--- src/per_link_time_table_search_assert.svh ---
// ---------------------------------------------------------------------------
// Assertion macros for the per-link time table search.
// The macros expect clk_i and rst_ni in the scope where they are used.
// ---------------------------------------------------------------------------
`ifndef PER_LINK_TIME_TABLE_SEARCH_ASSERT_SVH
`define PER_LINK_TIME_TABLE_SEARCH_ASSERT_SVH

// The consequent must hold in the same cycle as the antecedent.
`define PLTTS_ASSERT_NOW(lbl, ante, cons, msg) \
  lbl: assert property (@(posedge clk_i) disable iff (!rst_ni) (ante) |-> (cons)) \
    else $error(msg);

// The consequent must hold in the cycle after the antecedent.
`define PLTTS_ASSERT_NEXT(lbl, ante, cons, msg) \
  lbl: assert property (@(posedge clk_i) disable iff (!rst_ni) (ante) |=> (cons)) \
    else $error(msg);

`endif

--- src/pltts_pkg.sv ---
// ---------------------------------------------------------------------------
// pltts_pkg
// Shared types, constants and width helpers of the per-link time table search.
// ---------------------------------------------------------------------------
`timescale 1ns / 1ps
`default_nettype none

package pltts_pkg;

  localparam int NUM_LINKS_DEF = 16;
  localparam int MAX_STEPS_DEF = 1024;

  // Field widths of the stream items.
  localparam int CMD_W      = 2;
  localparam int LINK_W     = 4;
  localparam int STEP_W     = 10;
  localparam int ECOUNT_W   = 11;
  localparam int TIME_W     = 32;
  localparam int DIS_W      = 32;
  localparam int CFG_W      = 5;
  localparam int S_TDATA_W  = 128;
  localparam int S_TUSER_W  = 2;
  localparam int M_TDATA_W  = 40;
  localparam int M_TUSER_W  = 2;

  // At most this many results per query; the link counter holds the limit itself.
  localparam int RES_CAP = 16;
  localparam int KW      = 5;

  localparam logic [CFG_W-1:0] ACTIVE_RESET = 5'd1;

  // Tolerance of about 1e-5: tol = (t * 10737) >> 30.
  localparam int             TOL_MUL_W = 14;
  localparam logic [13:0]    TOL_MUL   = 14'd10737;
  localparam int             TOL_SHIFT = 30;
  localparam int             PROD_W    = TIME_W + TOL_MUL_W;
  localparam int             TOL_W     = PROD_W - TOL_SHIFT;

  typedef enum logic [CMD_W-1:0] {
    CMD_LOAD  = 2'd0,
    CMD_COUNT = 2'd1,
    CMD_QUERY = 2'd2
  } cmd_e;

  typedef enum logic [1:0] {
    ST_MATCH     = 2'd0,
    ST_CLAMP     = 2'd1,
    ST_NOT_FOUND = 2'd2,
    ST_EMPTY     = 2'd3
  } status_e;

  typedef struct packed {
    logic [LINK_W-1:0] link;
    logic [DIS_W-1:0]  discharge;
    status_e           status;
    logic              last;
  } res_t;

  function automatic int link_w(input int n);
    return (n > 1) ? $clog2(n) : 1;
  endfunction

  function automatic int step_w(input int m);
    return (m > 1) ? $clog2(m) : 1;
  endfunction

  function automatic int count_w(input int m);
    return $clog2(m + 1);
  endfunction

endpackage

`default_nettype wire

--- src/pltts_search_core.sv ---
// ---------------------------------------------------------------------------
// pltts_search_core
// Sequencer that runs the per-link binary search with one shared compare
// unit, and holds the entry count of every link.
// ---------------------------------------------------------------------------
`timescale 1ns / 1ps
`default_nettype none

module pltts_search_core
  import pltts_pkg::*;
#(
  parameter int NUM_LINKS = NUM_LINKS_DEF,
  parameter int MAX_STEPS = MAX_STEPS_DEF,
  localparam int LW = link_w(NUM_LINKS),
  localparam int SW = step_w(MAX_STEPS),
  localparam int CW = count_w(MAX_STEPS),
  localparam int AW = LW + SW
) (
  input  wire logic                     clk_i,
  input  wire logic                     rst_ni,
  // Query start and count writes, only while idle.
  input  wire logic                     start_i,
  input  wire logic [TIME_W-1:0]        qtime_i,
  input  wire logic [KW-1:0]            num_i,
  input  wire logic                     cnt_we_i,
  input  wire logic [LW-1:0]            cnt_link_i,
  input  wire logic [CW-1:0]            cnt_val_i,
  // Memory read port.
  output logic                          rd_en_o,
  output logic      [AW-1:0]            rd_addr_o,
  input  wire logic [TIME_W+DIS_W-1:0]  rd_data_i,
  // Result hand-off.
  output logic                          busy_o,
  output logic                          res_valid_o,
  output res_t                          res_o,
  input  wire logic                     res_ready_i
);

  localparam logic [2:0] S_IDLE  = 3'd0;
  localparam logic [2:0] S_MUL   = 3'd1;
  localparam logic [2:0] S_START = 3'd2;
  localparam logic [2:0] S_LAST  = 3'd3;
  localparam logic [2:0] S_CHECK = 3'd4;
  localparam logic [2:0] S_FETCH = 3'd5;
  localparam logic [2:0] S_EMIT  = 3'd6;

  logic [2:0]        state_q, state_d;
  logic [TIME_W-1:0] t_q, t_d;
  logic [KW-1:0]     n_q, n_d;
  logic [KW-1:0]     k_q, k_d;
  logic [TOL_W-1:0]  tol_q, tol_d;
  logic [TIME_W-1:0] low_q, low_d;
  logic [TIME_W:0]   high_q, high_d;
  logic [CW-1:0]     cnt_sel_q, cnt_sel_d;
  logic [CW-1:0]     cnt_m1_q, cnt_m1_d;
  logic [CW-1:0]     lo_q, lo_d;
  logic [CW-1:0]     hi_q, hi_d;
  logic [CW-1:0]     i_q, i_d;
  logic [DIS_W-1:0]  res_dis_q, res_dis_d;
  status_e           res_st_q, res_st_d;

  logic [CW-1:0]     cnt_mem_q [NUM_LINKS];

  logic [LW-1:0]     k_link;
  logic [CW-1:0]     cur_cnt;
  logic [PROD_W-1:0] prod;
  logic [TIME_W-1:0] ti;
  logic [DIS_W-1:0]  td;
  logic [CW:0]       ip1, sum_a, sum_b;
  logic [CW-1:0]     i_a, i_b, i_new, i_clamp;
  logic              done_a, done_b, done, hit, below, res_last;
  logic [CW-1:0]     rd_step;

  assign k_link  = LW'(k_q);
  assign cur_cnt = cnt_mem_q[k_link];
  assign prod    = PROD_W'(t_q) * PROD_W'(TOL_MUL);
  assign ti      = rd_data_i[TIME_W-1:0];
  assign td      = rd_data_i[TIME_W+DIS_W-1:TIME_W];

  // Both successors of the interval are prepared; the compare only selects one.
  assign ip1    = {1'b0, i_q} + {{CW{1'b0}}, 1'b1};
  assign sum_a  = ip1 + {1'b0, hi_q};
  assign i_a    = sum_a[CW:1];
  assign done_a = ip1 >= {1'b0, hi_q};
  assign sum_b  = {1'b0, lo_q} + {1'b0, i_q};
  assign i_b    = sum_b[CW:1];
  assign done_b = lo_q >= i_q;

  assign hit     = (ti >= low_q) && ({1'b0, ti} <= high_q);
  assign below   = ti < t_q;
  assign i_new   = below ? i_a : i_b;
  assign done    = below ? done_a : done_b;
  assign i_clamp = (i_new > cnt_m1_q) ? cnt_m1_q : i_new;

  assign res_last = (k_q + {{(KW-1){1'b0}}, 1'b1}) == n_q;

  always_comb begin
    state_d     = state_q;
    t_d         = t_q;
    n_d         = n_q;
    k_d         = k_q;
    tol_d       = tol_q;
    low_d       = low_q;
    high_d      = high_q;
    cnt_sel_d   = cnt_sel_q;
    cnt_m1_d    = cnt_m1_q;
    lo_d        = lo_q;
    hi_d        = hi_q;
    i_d         = i_q;
    res_dis_d   = res_dis_q;
    res_st_d    = res_st_q;
    rd_en_o     = 1'b0;
    rd_step     = '0;
    res_valid_o = 1'b0;
    case (state_q)
      S_IDLE: begin
        if (start_i) begin
          t_d     = qtime_i;
          n_d     = num_i;
          k_d     = '0;
          state_d = S_MUL;
        end
      end
      S_MUL: begin
        tol_d   = prod[PROD_W-1:TOL_SHIFT];
        state_d = S_START;
      end
      S_START: begin
        low_d  = t_q - TIME_W'(tol_q);
        high_d = {1'b0, t_q} + (TIME_W + 1)'(tol_q);
        if (cur_cnt == '0) begin
          res_dis_d = '0;
          res_st_d  = ST_EMPTY;
          state_d   = S_EMIT;
        end else begin
          rd_en_o   = 1'b1;
          rd_step   = cur_cnt - {{(CW-1){1'b0}}, 1'b1};
          cnt_sel_d = cur_cnt;
          cnt_m1_d  = cur_cnt - {{(CW-1){1'b0}}, 1'b1};
          state_d   = S_LAST;
        end
      end
      S_LAST: begin
        if (t_q > ti) begin
          res_dis_d = td;
          res_st_d  = ST_CLAMP;
          state_d   = S_EMIT;
        end else begin
          lo_d    = '0;
          hi_d    = cnt_sel_q;
          i_d     = cnt_sel_q >> 1;
          rd_en_o = 1'b1;
          rd_step = cnt_sel_q >> 1;
          state_d = S_CHECK;
        end
      end
      S_CHECK: begin
        if (hit) begin
          res_dis_d = td;
          res_st_d  = ST_MATCH;
          state_d   = S_EMIT;
        end else begin
          lo_d    = below ? ip1[CW-1:0] : lo_q;
          hi_d    = below ? hi_q : i_q;
          i_d     = i_new;
          rd_en_o = 1'b1;
          if (done) begin
            rd_step = i_clamp;
            state_d = S_FETCH;
          end else begin
            rd_step = i_new;
          end
        end
      end
      S_FETCH: begin
        res_dis_d = td;
        res_st_d  = ST_NOT_FOUND;
        state_d   = S_EMIT;
      end
      S_EMIT: begin
        res_valid_o = 1'b1;
        if (res_ready_i) begin
          if (res_last) begin
            state_d = S_IDLE;
          end else begin
            k_d     = k_q + {{(KW-1){1'b0}}, 1'b1};
            state_d = S_START;
          end
        end
      end
      default: begin
        state_d = S_IDLE;
      end
    endcase
  end

  assign rd_addr_o = {k_link, rd_step[SW-1:0]};
  assign busy_o    = state_q != S_IDLE;

  assign res_o.link      = LINK_W'(k_q);
  assign res_o.discharge = res_dis_q;
  assign res_o.status    = res_st_q;
  assign res_o.last      = res_last;

  always_ff @(posedge clk_i or negedge rst_ni) begin
    if (!rst_ni) begin
      state_q <= S_IDLE;
      n_q     <= '0;
      k_q     <= '0;
      for (int j = 0; j < NUM_LINKS; j++) begin
        cnt_mem_q[j] <= '0;
      end
    end else begin
      state_q <= state_d;
      n_q     <= n_d;
      k_q     <= k_d;
      if (cnt_we_i) begin
        cnt_mem_q[cnt_link_i] <= cnt_val_i;
      end
    end
  end

  always_ff @(posedge clk_i) begin
    t_q       <= t_d;
    tol_q     <= tol_d;
    low_q     <= low_d;
    high_q    <= high_d;
    cnt_sel_q <= cnt_sel_d;
    cnt_m1_q  <= cnt_m1_d;
    lo_q      <= lo_d;
    hi_q      <= hi_d;
    i_q       <= i_d;
    res_dis_q <= res_dis_d;
    res_st_q  <= res_st_d;
  end

endmodule

`default_nettype wire

--- config.mk ---
export PLATFORM = sky130hd
export DESIGN_NAME = pltts_search_core
export DESIGN_NICKNAME = d
export VERILOG_FILES = /design/src/per_link_time_table_search_assert.svh /design/src/pltts_pkg.sv /design/src/pltts_search_core.sv
export SDC_FILE = /design/constraint.sdc
export NUM_CORES = 1
export LEC_CHECK = 0
export ABC_CLOCK_PERIOD_IN_PS = 8300
export BUFFER_PORTS_ARGS = -buffer_cell sky130_fd_sc_hd__clkbuf_2
export CAP_MARGIN = 20
export CORE_ASPECT_RATIO = 0.5
export CORE_UTILIZATION = 60
export DETAILED_ROUTE_END_ITERATION = 16
export PLACE_DENSITY = 0.84
export SLEW_MARGIN = 40
export SYNTH_ARGS = -nofsm -noshare
export SYNTH_HDL_FRONTEND = slang
export SYNTH_SLANG_ARGS = --single-unit
--- constraint.sdc ---
create_clock -name clk_i -period 8.3 [get_ports clk_i]
set_clock_uncertainty 0.2 [all_clocks]
set_input_delay 0.83 -clock clk_i [delete_from_list [all_inputs] [get_ports clk_i]]
set_output_delay 0.83 -clock clk_i [all_outputs]
set_load 0.01 [all_outputs]
==> flow_metrics.py, run 1 <==
metrics = {
    "worst_setup_path": {
        "crit_chain": "fa_1 > ha_1 > fa_1 > inv_1 > fa_1 > inv_1 > fa_1 > inv_1 > fa_1 > inv_1 > ha_1 > a21o_1 > a21o_1 > a21o_1 > a21o_1 > o31ai_1 > a21oi_1 > a31o_2 > a221oi_1 > xnor2_1",
        "critPathKind": "reg -> reg",
        "crit_arrival_ns": 7.19,
        "r2r_setup_slack_ns": 1.24,
        "endpoint": "tol_q[15]",
        "worst_ep_required_time_ns": 8.43,
        "r2r_end": "tol_q[15]",
        "startpoint_type": "flop",
        "setup.worst_path.start": "t_q[22]",
        "rr_startpoint": "t_q[22]",
        "crit_top_cell": "fa_1",
        "cp_slowest_stage_delay_ns": 0.84,
        "cp_max_fo": 12,
        "cp_slowest_cell": "edfxtp_1",
        "r2r_cells": 20,
        "cp-end-kind": "flop",
    },
    "timing": {
        "fin_setup_tns_ns": 0,
        "finalSetupViolCount": 0,
        "post-route-min-period_ns": 7.06,
        "hold_viol": 0,
        "timing.fmax_mhz": 142,
        "maxSlewViolCount": 0,
        "min_period_over_period_pct": 85.1,
        "grt_setup_unrepaired": "false",
        "max_slew.worst_pin.slew_ns": 0.874,
        "relSlewSlack_pct": 41.7,
    },
    "global_route": {
        "grt_usage_pct": 28.3,
        "grt_pass1_wl_um": 113000,
        "grt_start_max_net_pins": 106,
        "met2_usage_pct": 50.2,
        "use_met1_pct": 35.7,
        "grt_overflow": 0,
        "grt_pass1_vias": 21500,
        "antenna_found_initial": 0,
        "grt_busiest_layer": "met2",
        "grtUsageMet3_pct": 4.51,
    },
    "die": {
        "die_x_um": 318,
        "rows": 57,
        "die_h_um": 160,
        "ios": 177,
        "core_area_um2": 48900,
        "initial_utilization_pct": 61.1,
        "die_area_um2": 50700,
    },
    "yosys": {
        "synth_area_per_cell_um2": 11.5,
        "synth-seq-cells": 390,
        "yosysSeqAreaShare_pct": 36.0,
        "syn_nets": 3292,
        "syn_inst": 2605,
        "ys_types": 80,
        "synth-edff-count": 201,
        "async_flop_share_pct": 48.5,
        "ys.warnings.count": 0,
        "synth_area_um2": 29900,
        "synthFlopType": "edfxtp_1",
    },
    "cts": {
        "cts_tree": "done",
        "cts_buffer_depth": 3,
        "cts_root_buf": "clkbuf_16",
        "clk_pin_slew_worst_paths_ns": 0.07,
        "post_cts_buffers": 0,
        "clock_latency_ns": 0.58,
        "numClockSinks": 390,
        "cts_max_level": 2,
        "cts-buffers-inserted": 37,
    },
    "worst_hold_path": {
        "hp-class": "in -> reg",
    },
    "route": {
        "detail_route.wl_per_cell_um": 20.4,
        "firstDrtPassIters": 6,
        "routed_via_density": 5.92,
        "wl_um": 70600,
        "drt_iter0_drc": 1564,
        "antenna_left": 0,
        "dr_total_vias": 20500,
        "remaining_drc_errors": 0,
    },
    "placed_design": {
        "hpwlAfterDp_um": 52800,
        "numPortBuffers": 176,
        "place.gp.congestion": 0.882,
    },
    "status": {
        "outcome": "complete, no violations",
    },
    "finish": {
        "area_growth_pct": 10.1,
        "seqCellArea_um2": 10800,
        "nNetsFinal": 3467,
        "fill_cells": 3424,
        "multi_input_area_um2": 17300,
        "diodes": 0,
        "final_layout_size_suffix_gt1_share_pct": 18.7,
    },
    "run": {
        "drv_cap": 0,
    },
}
[cells in the mapped netlist (all sizes together), types with 15 or more instances]
master	n	area, um^2
and2	45	282
a221oi	24	210
nand3	45	230
clkbuf	50	188
o211ai	15	113
mux2i	49	490
nand4	28	175
fa	173	3460
nand2	114	449
ha	393	4920
a21o	50	375
mux4	26	586
buf	35	231
inv	382	1430
o21ai	73	365
dfrtp	189	4730
edfxtp	201	6040
nor3	31	160
and3	17	106
nor2	77	289
nor2b	24	150
a21oi	82	414
nand2b	20	125
xnor2	88	771
mux2	182	2050
xor2	28	245
[state kept, by name (all words and copies together) (netlist names), 5 cells and up]
name	count
cnt_m1_q	11
cnt_mem_q	176
cnt_sel_q	11
hi_q	11
high_q	32
i_q	11
k_q	5
lo_q	11
low_q	32
n_q	5
res_dis_q	32
t_q	32
tol_q	16
[final cells by class]
type                       instances  area share [%]
clock inverter                    22           0.799
clock buffer                      44            2.93
tap                              649            2.47
sequential                       390            32.7
inverter                         383            4.37
timing repair buffer             221            3.95
multi-input combinational       1747            52.7
[worst min-delay path by stage]
stage	startpoint	end	slack, ns	cells past startpoint
2_1_floorplan	k_q[4]	k_q[4]	0.26	1
5_1_grt	qtime_i[28]	t_q[28]	0.21	1
4_1_cts	rst_ni	cnt_mem_q[117]	0.14	1
3_3_place_gp	cnt_mem_q[145]	cnt_mem_q[145]	0.28	1
6_report	qtime_i[31]	t_q[31]	0.23	1
3_5_place_dp	cnt_mem_q[151]	cnt_mem_q[151]	0.29	1
[per-stage QoR]
stage	utilization [%]	instance area, um^2	cells	hold slack (ns)	worst slack, ns
2_1_floorplan	-	29900	2605	0.265	2.03
3_3_place_gp	64.4	31500	3383	0.281	1.09
3_5_place_dp	64.7	31600	3388	0.290	1.33
4_1_cts	67.2	32800	3454	0.138	1.15
5_1_grt	67.3	32900	3456	0.211	0.902
6_report	67.3	32900	3456	0.228	1.24
[critical path, delay by kind of cell, from the launching register on]
| kind | cells | cell delay [ns] |
|---|---|---|
| fa+ha+maj | 7 | 3.23 |
| buf+inv | 4 | 0.21 |
| compound gates | 8 | 2.21 |
| xor+xnor | 1 | 0.11 |
| flops | 1 | 0.84 |
[repair_timing]
| item | CTS | global route |
|---|---|---|
| endpoints found under the hold margin | 0 | 50 |
| hold buffers | 0 | 1 |
| gates resized for setup | 0 | 0 |
[metal layers]
layer,up-vias,wire length [um]
met2,617,35600
met1,10300,29200
li1,9408,-
met5,-,0
met4,0,1950
met3,141,3850
[placed cells by master, fill, tap and decap left out, types with 38 or more instances in the layout]
cell type	Yosys	layout
a21o_1	50	50
a21oi_1	81	81
and2_1	45	44
buf_4	11	38
clkbuf_2	0	175
dfrtp_1	189	187
edfxtp_1	201	201
fa_1	173	173
ha_1	393	393
inv_1	381	381
mux2_2	182	182
mux2i_1	49	49
nand2_1	111	110
nand3_1	44	44
nor2_1	77	72
o21ai_0	68	68
xnor2_1	88	88
[logic make-up after synthesis]
kind of cell             synth area share [%]
multiplexers                             10.5
flip-flops                               36.0
XOR/XNOR                                 3.40
AND/OR/NAND/NOR                          7.74
buffers and inverters                    6.22
AO/OA/AOI/OAI                            8.08
adder cells (fa/ha/maj)                  28.1
Power of run 1 is not shown: default switching activity piles up to over one toggle a cycle in this logic, so the estimate is an artifact.
==> inputs of run 2 (changes only) <==
Settings changed: ABC_CLOCK_PERIOD_IN_PS 8300 to 6850.
Clock period 8.3 ns to 6.85 ns, I/O delays scaled along.
==> run 2 against run 1 <==
Effect of this change: utilization grew 0.89 points; critical path depth grew 4; hold slack lost 0.14 ns; register-to-register slack lost 0.92 ns; worst setup slack lost 1.1 ns; non-clock buffer count grew 54; routed wire length grew 1.8%; via count grew 1.6%; die area is the same.
==> flow_metrics.py, run 2 (synthesis results as in run 1) <==
metrics = {
    "cts": {
        "numClockSinks": 390,
        "clk_pin_slew_worst_paths_ns": 0.07,
        "clock_latency_ns": 0.57,
        "cts-buffers-inserted": 37,
        "cts_max_level": 2,
        "cts_root_buf": "clkbuf_16",
        "cts_buffer_depth": 3,
        "cts_tree": "done",
    },
    "worst_setup_path": {
        "critPathKind": "reg -> out",
        "rr_startpoint": "t_q[11]",
        "r2r_setup_slack_ns": 0.32,
        "r2r_end": "tol_q[15]",
        "r2r_cells": 20,
        "worst_ep_required_time_ns": 5.96,
        "startpoint_type": "flop",
        "crit_arrival_ns": 5.86,
        "cp-end-kind": "output port",
        "cp_max_fo": 9,
    },
    "route": {
        "remaining_drc_errors": 0,
        "wl_um": 71900,
        "detail_route.wl_per_cell_um": 20.5,
        "dr_total_vias": 20800,
        "firstDrtPassIters": 5,
        "antenna_left": 0,
        "drt_iter0_drc": 1607,
        "routed_via_density": 5.92,
    },
    "finish": {
        "final_layout_size_suffix_gt1_share_pct": 20.3,
        "nNetsFinal": 3521,
        "regMostFlops": "cnt_mem_q",
        "fill_cells": 3461,
        "largest_reg_flops": 176,
        "final_common_cell": "ha_1",
        "area_growth_pct": 11.5,
        "fin_cells": 3511,
        "seqCellArea_um2": 10800,
        "final_cell_mix": "393 x ha_1, 380 x inv_1, 201 x edfxtp_1",
        "diodes": 0,
        "final_cell_area_um2": 33300,
        "multi_input_area_um2": 17400,
    },
    "timing": {
        "maxSlewViolCount": 0,
        "hold_viol": 0,
        "post-route-min-period_ns": 6.75,
        "finalSetupViolCount": 0,
        "min_period_over_period_pct": 98.5,
        "relSlewSlack_pct": 45.1,
        "max_slew.worst_pin.slew_ns": 0.823,
        "timing.fmax_mhz": 148,
    },
    "die": {
        "rows": 57,
        "die_area_um2": 50700,
        "die_h_um": 160,
        "ios": 177,
        "initial_utilization_pct": 61.1,
        "core_area_um2": 48900,
        "die_x_um": 318,
    },
    "placed_design": {
        "dp_cells": 3421,
        "numPortBuffers": 176,
        "hpwlAfterDp_um": 55000,
        "place.gp.congestion": 0.960,
        "placed_area_um2": 31800,
    },
    "worst_hold_path": {
        "holdPathStages": 1,
        "hp-class": "in -> reg",
        "worstHoldStart": "qtime_i[0]",
        "hold_end": "t_q[0]",
    },
    "status": {
        "outcome": "complete, no violations",
    },
    "global_route": {
        "antenna_found_initial": 1,
        "grt_start_max_net_pins": 109,
        "grt_pass1_vias": 21800,
        "grt_usage_pct": 28.5,
        "grt_overflow": 0,
        "grt_pass1_wl_um": 114000,
    },
    "run": {
        "drv_cap": 0,
    },
}
run 2: cell count changes in the layout (fill, tap and decap cells not counted), sizes merged:
cell / change
clkinv: -1
bufinv: -1
buf: +54
clkbuf: +6
inv: -3
run 2: what timing repair did:
action	in CTS	in global routing
setup endpoints to repair	10	15
resized for setup	1	4
endpoints found under the hold margin	0	28
pin swaps	2	0
buffers inserted	5	16
hold buffers	0	1
run 2: worst max path at each step:
stage,from,to,cells after the start,slack (ns)
after floorplan,t_q[17],tol_q[15],20,0.58
after global placement,rd_data_i[1],rd_addr_o[9],22,0.003
after detailed placement,rd_data_i[1],rd_addr_o[9],22,0.17
after CTS,i_q[0],rd_addr_o[9],23,0.11
final,t_q[21],rd_addr_o[9],24,0.10
after global routing,i_q[1],rd_addr_o[9],23,-0.12
run 2: per-stage QoR:
stage                     setup TNS, ns  hold slack, ns  setup slack (ns)  util (%)
after detailed placement              0           0.292             0.167      65.2
after CTS                             0         0.00454             0.109      67.8
after global routing             -0.671          0.0733            -0.121      68.2
final                                 0          0.0842             0.104      68.2
after global placement                0           0.282           0.00284      65.0
after floorplan                       0           0.189             0.577         -
run 2: area by class of cell:
cell class | count | share of cell area (%)
multi-input cells | 1747 | 52.1
clock buffers | 50 | 3.09
clock inverters | 17 | 0.541
inverters | 383 | 4.31
well taps | 649 | 2.44
flip-flops and latches | 390 | 32.3
repair buffers | 275 | 5.19
run 2: metal layers:
layer / up-vias / part of all wire, % / track usage (%)
met4: 2 / 4.2 / 12.1
met2: 709 / 50 / 50.2
met1: 10300 / 40 / 35.0
met3: 206 / 6.0 / 4.68
li1: 9526 / - / -
met5: - / 0.011 / 0
run 2: critical path, cell delays in order (launching register included):
cell and delay, ns:
edfxtp_1 0.54, buf_4 0.26, ha_1 0.32, nand3_1 0.08
nor4_1 0.53, nand4_1 0.26, and3_1 0.27, a22oi_2 0.20
buf_12 0.17, buf_4 0.11, nor2_1 0.04, a21oi_1 0.20
ha_1 0.28, nor2b_1 0.14, o21a_1 0.18, o21a_1 0.17
o21a_1 0.16, o21ai_0 0.25, a221o_1 0.26, nor3_4 0.06
buf_12 0.17, mux2i_1 0.11, o221ai_1 0.24, buf_4 0.16
clkbuf_2 0.12
Power of run 2 is left out for the same reason.
